File: config.mk
export PLATFORM = sky130hd
export DESIGN_NAME = signed_int_to_decimal_ascii_core
export DESIGN_NICKNAME = d
export VERILOG_FILES = /design/src/rtl/sitda_pkg.sv /design/src/rtl/signed_int_to_decimal_ascii_core.sv
export SDC_FILE = /design/constraint.sdc
export NUM_CORES = 1
export LEC_CHECK = 0
export BUFFER_PORTS_ARGS = -buffer_cell sky130_fd_sc_hd__buf_4
export CAP_MARGIN = 10
export CORE_AREA = 4 4 123 125
export CTS_CLUSTER_DIAMETER = 40
export DETAILED_ROUTE_END_ITERATION = 16
export DIE_AREA = 0 0 127 129
export HOLD_SLACK_MARGIN = 0.06
export PLACE_DENSITY_LB_ADDON = 0.3
export SLEW_MARGIN = 30
export SYNTH_ARGS = -nofsm -noshare
export SYNTH_HDL_FRONTEND = slang
export SYNTH_SLANG_ARGS = --single-unit
File: constraint.sdc
create_clock -name i_clk -period 2.7 [get_ports i_clk]
set_clock_uncertainty 0.2 [all_clocks]
set_input_delay 0 -clock i_clk [delete_from_list [all_inputs] [get_ports i_clk]]
set_output_delay 0 -clock i_clk [all_outputs]
set_load 0.02 [all_outputs]
File: src/rtl/sitda_pkg.sv
// ----------------------------------------------------------------------------
// sitda_pkg
// Shared types and constants for the signed integer to decimal ASCII core.
// ----------------------------------------------------------------------------
package sitda_pkg;

    localparam int VALUE_WIDTH_DEF = 32;

    localparam logic [7:0] CH_MINUS = 8'd45;
    localparam logic [7:0] CH_ZERO  = 8'd48;
    localparam logic [3:0] BCD_ADJ_MIN = 4'd5;
    localparam logic [3:0] BCD_ADJ     = 4'd3;

    typedef enum logic [2:0] {
        S_IDLE = 3'b001,
        S_CONV = 3'b010,
        S_EMIT = 3'b100
    } t_state;

endpackage

File: src/rtl/signed_int_to_decimal_ascii_core.sv
// ----------------------------------------------------------------------------
// signed_int_to_decimal_ascii_core
// Bit-serial double-dabble conversion of a signed integer to decimal ASCII.
// The '-' strobe for a negative input comes from the first conversion step; digits follow once every bit is shifted in.
// Busy for each request: one bit per cycle through the bcd shift register,
// then one bcd digit per cycle out of it.
// A new request is taken only once the core is back in idle after the last digit.
// Reset (synchronous, active low) returns to idle with no strobe; no receiver stall.
// ----------------------------------------------------------------------------
module signed_int_to_decimal_ascii_core
    import sitda_pkg::*;
#(
    parameter int VALUE_WIDTH = VALUE_WIDTH_DEF
) (
    input  logic                          i_clk,
    input  logic                          i_rst_n,
    input  logic                          start,
    input  logic signed [VALUE_WIDTH-1:0] i_value,
    output logic                          busy,
    output logic                          o_valid,
    output logic [7:0]                    o_char_code,
    output logic                          o_last_char
);

    localparam int NDIG   = (VALUE_WIDTH * 30103) / 100000 + 1;
    localparam int BCD_W  = 4 * NDIG;
    localparam int BCNT_W = $clog2(VALUE_WIDTH);
    localparam int DCNT_W = $clog2(NDIG + 1);

    t_state                 r_state, n_state;
    logic [VALUE_WIDTH-1:0] r_mag, n_mag;
    logic [BCD_W-1:0]       r_bcd, n_bcd;
    logic                   r_neg, n_neg;
    logic [BCNT_W-1:0]      r_bcnt, n_bcnt;
    logic [DCNT_W-1:0]      r_dcnt, n_dcnt;
    logic                   r_started, n_started;
    logic                   r_valid, n_valid;
    logic [7:0]             r_char, n_char;
    logic                   r_last, n_last;

    logic [VALUE_WIDTH-1:0] w_value_u;
    logic [BCD_W-1:0]       w_bcd_adj;
    logic [3:0]             w_top;
    logic                   w_last_dig;

    assign w_value_u  = $unsigned(i_value);
    assign w_top      = r_bcd[BCD_W-1 -: 4];
    assign w_last_dig = (r_dcnt == DCNT_W'(1));

    // add-3 correction per digit before each shift
    always_comb begin
        for (int i = 0; i < NDIG; i++) begin
            if (r_bcd[4*i +: 4] >= BCD_ADJ_MIN) begin
                w_bcd_adj[4*i +: 4] = r_bcd[4*i +: 4] + BCD_ADJ;
            end else begin
                w_bcd_adj[4*i +: 4] = r_bcd[4*i +: 4];
            end
        end
    end

    always_comb begin
        n_state   = r_state;
        n_mag     = r_mag;
        n_bcd     = r_bcd;
        n_neg     = r_neg;
        n_bcnt    = r_bcnt;
        n_dcnt    = r_dcnt;
        n_started = r_started;
        n_valid   = 1'b0;
        n_char    = r_char;
        n_last    = r_last;
        case (r_state)
            S_IDLE: begin
                if (start) begin
                    n_neg   = i_value[VALUE_WIDTH-1];
                    n_mag   = i_value[VALUE_WIDTH-1] ? (~w_value_u + VALUE_WIDTH'(1))
                                                     : w_value_u;
                    n_bcd   = '0;
                    n_bcnt  = '0;
                    n_state = S_CONV;
                end
            end
            S_CONV: begin
                if ((r_bcnt == '0) && r_neg) begin
                    n_valid = 1'b1;
                    n_char  = CH_MINUS;
                    n_last  = 1'b0;
                end
                n_bcd  = {w_bcd_adj[BCD_W-2:0], r_mag[VALUE_WIDTH-1]};
                n_mag  = {r_mag[VALUE_WIDTH-2:0], 1'b0};
                n_bcnt = r_bcnt + BCNT_W'(1);
                if (r_bcnt == BCNT_W'(VALUE_WIDTH - 1)) begin
                    n_dcnt    = DCNT_W'(NDIG);
                    n_started = 1'b0;
                    n_state   = S_EMIT;
                end
            end
            S_EMIT: begin
                // leading zeros are skipped, the units digit always goes out
                if (r_started || (w_top != 4'd0) || w_last_dig) begin
                    n_valid   = 1'b1;
                    n_char    = CH_ZERO + {4'd0, w_top};
                    n_last    = w_last_dig;
                    n_started = 1'b1;
                end
                n_bcd  = {r_bcd[BCD_W-5:0], 4'd0};
                n_dcnt = r_dcnt - DCNT_W'(1);
                if (w_last_dig) begin
                    n_state = S_IDLE;
                end
            end
            default: begin
                n_state = S_IDLE;
            end
        endcase
    end

    always_ff @(posedge i_clk) begin
        if (!i_rst_n) begin
            r_state <= S_IDLE;
            r_valid <= 1'b0;
        end else begin
            r_state <= n_state;
            r_valid <= n_valid;
        end
    end

    always_ff @(posedge i_clk) begin
        r_mag     <= n_mag;
        r_bcd     <= n_bcd;
        r_neg     <= n_neg;
        r_bcnt    <= n_bcnt;
        r_dcnt    <= n_dcnt;
        r_started <= n_started;
        r_char    <= n_char;
        r_last    <= n_last;
    end

    assign busy        = (r_state != S_IDLE);
    assign o_valid     = r_valid;
    assign o_char_code = r_char;
    assign o_last_char = r_last;

    a_req_busy: assert property (@(posedge i_clk) disable iff (!i_rst_n)
        start && !busy |=> busy)
        else $error("request not taken");

    a_last_gap: assert property (@(posedge i_clk) disable iff (!i_rst_n)
        o_valid && o_last_char |=> !o_valid)
        else $error("strobe after last character");

    a_char_range: assert property (@(posedge i_clk) disable iff (!i_rst_n)
        o_valid |-> (o_char_code == CH_MINUS) ||
                    ((o_char_code >= CH_ZERO) && (o_char_code <= CH_ZERO + 8'd9)))
        else $error("character out of range");

    a_minus_not_last: assert property (@(posedge i_clk) disable iff (!i_rst_n)
        o_valid && (o_char_code == CH_MINUS) |-> !o_last_char)
        else $error("minus flagged last");

endmodule

==> impl_metrics.toml, run 1 <==
[pwr]
pwr-share-seq_pct = 48.4
p_comb_share_pct = 16.3
swShare_pct = 25.6
peakVddDrop_v = 0.000331
p_int_mw = 2.84
pwr_density_cell_nw_per_um2 = 561
p_sw_uw = 973
clkPwrFrac_pct = 35.3
leakage_nw = 2.53

[yosys]
synth-async-reset-ratio_pct = 0
synth-edff-count = 89
synth.avg_cell_area_sq_um = 10.3
synth.cell_area_sq_um = 5500
yosysWarnings = 0
synthFlopType = "edfxtp_1"
synth-seq-area-share_pct = 50.1
ys_seq_elements = 93
synth_cell_types = 52
synth_cells = 533

[floorplanning]
pin_count = 46
core_area_sq_um = 13900
initial_utilization_pct = 39.6
die-height_um = 129
dieArea_sq_um = 16400
rows = 43
die_w_um = 127

[timing]
final_hold_viol_count = 0
rsz0062_at_grt = "yes"
timing.final.crit_period_ps = 2680
drv_slew = 0
finalSetupViolCount = 0
final.period_utilization_pct = 99.2
max_freq_mhz = 373
worst_slew_pin_slew_ps = 507
slew_headroom_pct = 66.1
hold_ws_ps = 112

[flow_run]
cap_violations = 0

[worst_setup_path]
path_delay_family = "buffers and inverters"
end_kind = "flop"
slowest_stage = "dlygate4sd3_1"
max_stage_delay_ps = 560
cp_common_cell = "dlygate4sd3_1"
crit_chain = "dlygate4sd3_1 -> buf_4 -> nor4_4 -> nand4_4 -> o41ai_4 -> xor2_1 -> dlygate4sd3_1 -> o21ai_1"
crit_type = "in2reg"
cp_max_fo = 10
start_kind = "primary input"
crit_required_ps = 2590
arrival_ps = 2570
path_buf_inv = 3

[route]
drt-initial-drc-count = 265
first_pass_iters = 5
via_per_inst = 5.28
wl_per_cell_um = 14.7
via_count = 4211
post-route-drc-count = 0
drtAntennaViolNets = 0
wl_um = 11700

[cts]
root_buffer = "clkbuf_16"
cts_tree = "yes"
cts_sinks = 93
cts_setup_buffers = 0
clk_pin_slew_worst_paths_ps = 60
clk_path_buf_depth = 2
clkLatencyLatePin_ps = 340
cts_buffers = 9
htreeDepth = 3

[placement]
dp_hpwl_um = 7690
io_buffers = 42
gp_congestion = 0.856
place_area_sq_um = 6040

[global_routing]
track_usage_pct = 15.0
grt_pass1_wl_um = 20000
grt_pass1_vias = 4263
grt_overflow = 0
antenna_found_initial = 0
grt_max_degree = 50

[final_layout]
nFillCells = 1261
diodes = 0
finalInstanceArea_sq_um = 6790
area_growth_pct = 23.5
drive_gt1_share_pct = 13.5
nets = 674

[hold_path]
hp-class = "in2reg"

[status]
status = "complete, no violations"
[sequential cells by signal, indices dropped and copies added, names as in the netlist]
| signal | count |
|---|---|
| r_started | 1 |
| r_state | 3 |
| r_mag | 32 |
| o_last_char | 1 |
| o_valid | 1 |
| r_bcnt | 5 |
| r_neg | 1 |
| r_dcnt | 4 |
| o_char_code | 5 |
| r_bcd | 40 |
[power groups by stage]
stage,clock [mW],combinational (mW),sequential (mW)
2_1_floorplan,0,0.385,1.85
3_3_place_gp,0,0.542,1.86
3_5_place_dp,0,0.567,1.87
4_1_cts,1.40,0.619,1.84
5_1_grt,1.45,0.705,1.86
6_report,1.34,0.622,1.84
[worst paths after layout]
kind	cells past startpoint	slack (ps)	startpoint	end
worst max register to register	6	220	r_state[2]	r_state[0]
worst min-delay path	5	110	i_value[26]	r_mag[28]
worst min register to register	2	320	r_mag[30]	r_mag[31]
worst max-delay path	8	20	i_value[6]	r_mag[25]
[worst min-delay path, cell delays in order]
cell and delay, ps:
buf_4 90, or4_4 110, o31ai_1 80, xor2_1 140
o21ai_0 130
[synthesized netlist by cell type (all sizes together) (3+ instances only)]
cell	number	area, sq um
clkbuf	17	63.8
xnor2	14	123
o32ai	9	78.8
dfxtp	4	80.1
nand2	62	233
o31ai	9	67.6
a22o	9	78.8
nor4	5	52.6
or3	3	20.0
ha	27	338
inv	31	116
nor3b	9	72.6
xor2	33	289
or4	3	26.3
o21ai	54	270
buf	6	33.8
nand3	3	15.0
o41ai	8	92.6
and3	4	25.0
a21oi	36	180
o22ai	12	75.1
or3b	3	26.3
nor2b	5	31.3
nand4	3	33.8
nor3	7	35.0
nor2	34	128
nand2b	12	75.1
and2	4	25.0
edfxtp	89	2670
[cell usage in the layout, fill, tap and decap left out, types with 3 or more instances in the layout]
cell type,n
a22o_1,9
dfxtp_1,4
clkbuf_16,9
nor2b_1,5
edfxtp_1,89
dlygate4sd3_1,38
ha_1,27
o31ai_1,8
nor3_1,7
nand2b_1,12
nor3b_1,8
inv_1,31
and3_1,4
o41ai_1,4
o21ai_1,4
o21ai_0,50
xor2_1,33
buf_4,51
nand2_1,62
o32ai_1,9
o22ai_1,12
conb_1,3
a21oi_1,36
and2_1,4
nor2_1,34
xnor2_1,14
[kinds of logic after synthesis]
kind of cell / share of synthesized area (%)
compound gates: 16.7
fa+ha+maj: 6.14
other cells: 0.137
xor+xnor: 7.49
mux: 0.364
buf+inv: 3.96
simple gates: 15.1
flops: 50.1
[through the flow]
step	power (mW)	util [%]	worst slack [ps]	TNS, ps	std cells
after global routing	4.02	48.9	-52.3	-52.3	797
after detailed placement	2.44	43.5	464	0	743
final	3.81	48.9	20.8	0	797
after global placement	2.41	43.5	548	0	743
after CTS	3.86	48.6	14.2	0	798
after floorplan	2.24	-	83.2	0	534
[routing by layer]
| metal | global-route usage [%] | routed length [um] | part of all wire (%) |
|---|---|---|---|
| met5 | 0 | 0 | 0 |
| met4 | 4.35 | 99 | 0.84 |
| met3 | 4.03 | 496 | 4.2 |
| met2 | 25.4 | 5710 | 49 |
| met1 | 18.9 | 5450 | 46 |
[layout make-up]
type / instances / area, sq um / area share [%]
Timing Repair Buffer: 90 / 783 / 11.5
Multi-Input combinational cell: 386 / 2590 / 38.2
Inverter: 32 / 120 / 1.77
Clock inverter: 6 / 86.3 / 1.27
Sequential cell: 93 / 2750 / 40.5
Clock buffer: 10 / 229 / 3.37
Tap cell: 180 / 225 / 3.32
[repair_timing]
item                                    in CTS  in global routing
resized for setup                            0                  7
hold buffers                                39                  0
endpoints found under the setup margin       0                  4
hold endpoints to repair                    38                  0
Power figures use the tool's default switching activity.
==> run 2: changes to the inputs <==
Settings changed: ABC_AREA set to 1, CORE_AREA 4 4 123 125 to 4 4 126 128, DIE_AREA 0 0 127 129 to 0 0 130 132.
==> run 2 against run 1 <==
  * Setup slack improved by 190 ps
  * Clock power barely moved
  * Hold slack improved by 110 ps
  * Critical path type is now reg2reg
  * Combinational power fell by 0.6%
==> impl_metrics.toml, run 2 <==
[global_routing]
grt_pass1_wl_um = 21500
antenna_found_initial = 0
met1_usage_pct = 20.3
top_usage_layer = "met2"
grt_use_met3_pct = 4.05
grt_overflow = 0
met2_usage_pct = 25.0
grt_pass1_vias = 4625
grt_max_degree = 42
track_usage_pct = 15.4

[worst_setup_path]
cp-endpoint = "r_mag[1]"
rr_worst_depth = 6
cp_max_fo = 32
end_kind = "flop"
r2r-end = "r_mag[1]"
r2r-start = "r_state[0]"
rrSetupSlack_ps = 210
startpoint = "r_state[0]"
crit_required_ps = 2600
arrival_ps = 2380
start_kind = "flop"
crit_type = "reg2reg"

[pwr]
swShare_pct = 25.9
power_mw = 3.80
p_int_mw = 2.81
clkPwrFrac_pct = 35.8
leakage_nw = 2.97
peakVddDrop_v = 0.000289
p_sw_uw = 986
pwr_density_cell_nw_per_um2 = 543
pwr-share-seq_pct = 47.9
p_comb_share_pct = 16.3

[route]
wl_per_cell_um = 13.4
via_count = 4840
drtAntennaViolNets = 0
post-route-drc-count = 0
first_pass_iters = 4
via_per_inst = 5.02
wl_um = 13000
drt-initial-drc-count = 272

[timing]
final.period_utilization_pct = 92.1
fin_ws_ps = 214
max_freq_mhz = 402
worst_slew_pin_slew_ps = 536
drv_slew = 0
finalSetupViolCount = 0
finalSetupTns_ps = 0
slew_headroom_pct = 64.2
rsz0062_at_grt = "no"
timing.final.crit_period_ps = 2490
final_hold_viol_count = 0

[floorplanning]
die-height_um = 132
initial_utilization_pct = 39.1
rows = 45
die_w_um = 130
dieArea_sq_um = 17200
pin_count = 46
core_area_sq_um = 14900

[placement]
io_buffers = 42
gp_congestion = 0.876
pre_cts_slack_ps = 480
place_area_sq_um = 6270
dp_hpwl_um = 9190

[flow_run]
cap_violations = 0

[final_layout]
largest-register = "r_bcd"
finalInstanceArea_sq_um = 7000
reg_top3 = "r_bcd (40), r_mag (32)"
nets = 833
largest_reg_flops = 40
final_cell_mix = "147 x nand2_1, 90 x nor2_1, 89 x edfxtp_1"
drive_gt1_share_pct = 10.8
area_growth_pct = 20.4
final_common_cell = "nand2_1"
diodes = 0

[status]
status = "complete, no violations"

[cts]
clk_path_buf_depth = 2
ctsResizeCount = 0
htreeDepth = 3
cts_sinks = 93
cts_tree = "yes"
clkLatencyLatePin_ps = 350
root_buffer = "clkbuf_16"
cts_buffers = 9
clk_pin_slew_worst_paths_ps = 60

[yosys]
synth.cell_area_sq_um = 5810
synthFlopType = "edfxtp_1"
synth-seq-area-share_pct = 47.4
synth_cells = 693
synth_area_leaders = "edfxtp_1 46%, nand2_1 9.5%, ha_1 5.8%"
synth_most_common_cell = "nand2_1"
synthDominantCellAreaShare_pct = 46.0
synth_top_cells_by_count = "147 x nand2_1, 90 x nor2_1, 89 x edfxtp_1"
synth_top_cell_by_area = "edfxtp_1"
ys_seq_elements = 93
synth_cell_types = 39
synth-async-reset-ratio_pct = 0
yosysWarnings = 0
synth-edff-count = 89
synth.avg_cell_area_sq_um = 8.39

[hold_path]
hp-class = "in2reg"
==> run 2: logic make-up (layout without fill, tap and decap cells) <==
group	count (synthesis)	after routing	synth area share (%)
buf+inv	116	198	8.65
xor+xnor	17	17	2.56
flops	93	93	47.4
compound gates	120	120	11.9
other cells	2	3	0.129
simple gates	318	318	23.6
fa+ha+maj	27	27	5.81
==> run 2: critical path, cell delays in order, from the launching register on <==
cell and delay (ps):
dfxtp_1 320, inv_1 90, nand3_2 430, buf_4 440
nor2_1 130, a31oi_1 40, dlygate4sd3_1 560
==> run 2: routing by layer <==
layer	up-vias	share of wire [%]
met1	2242	45
met3	13	5.6
met2	120	48
met4	0	1.3
li1	2465	-
met5	-	0
==> run 2: final cells by class <==
type | instances | area (sq um)
clock inverters | 4 | 72.6
flip-flops and latches | 93 | 2750
fillers | 1419 | 7870
well taps | 188 | 235
repair buffers | 89 | 771
inverters | 93 | 349
clock buffers | 12 | 246
multi-input cells | 485 | 2570
==> run 2: timing repair <==
action,4_1_cts,5_1_grt
endpoints found under the setup margin,0,0
endpoints found under the hold margin,38,0
buffers inserted,0,0
hold buffers,41,0
==> run 2: worst min-delay path by stage <==
stage	start	end	slack [ps]	depth (start not counted)
after floorplan	i_rst_n	r_state[0]	-130	1
after global placement	i_rst_n	r_state[0]	-2	2
after detailed placement	i_rst_n	r_state[0]	5	2
after CTS	i_rst_n	r_state[1]	220	3
after global routing	i_rst_n	r_state[1]	230	3
final	i_rst_n	r_state[1]	220	3
==> run 2: stage by stage <==
stage | hold WS (ps) | util [%] | cells
after floorplan | -131 | - | 694
after global placement | -1.84 | 42.2 | 907
after detailed placement | 4.88 | 42.2 | 907
after CTS | 216 | 47.1 | 964
after global routing | 230 | 47.1 | 964
final | 222 | 47.1 | 964
==> run 2: power by group through the flow <==
| stage | Combinational, mW | Clock (mW) | Sequential (mW) |
|---|---|---|---|
| finish | 0.618 | 1.36 | 1.82 |
| CTS | 0.619 | 1.40 | 1.82 |
| floorplan | 0.395 | 0 | 1.83 |
| global route | 0.703 | 1.45 | 1.83 |
| global placement | 0.538 | 0 | 1.85 |
| detailed placement | 0.566 | 0 | 1.85 |
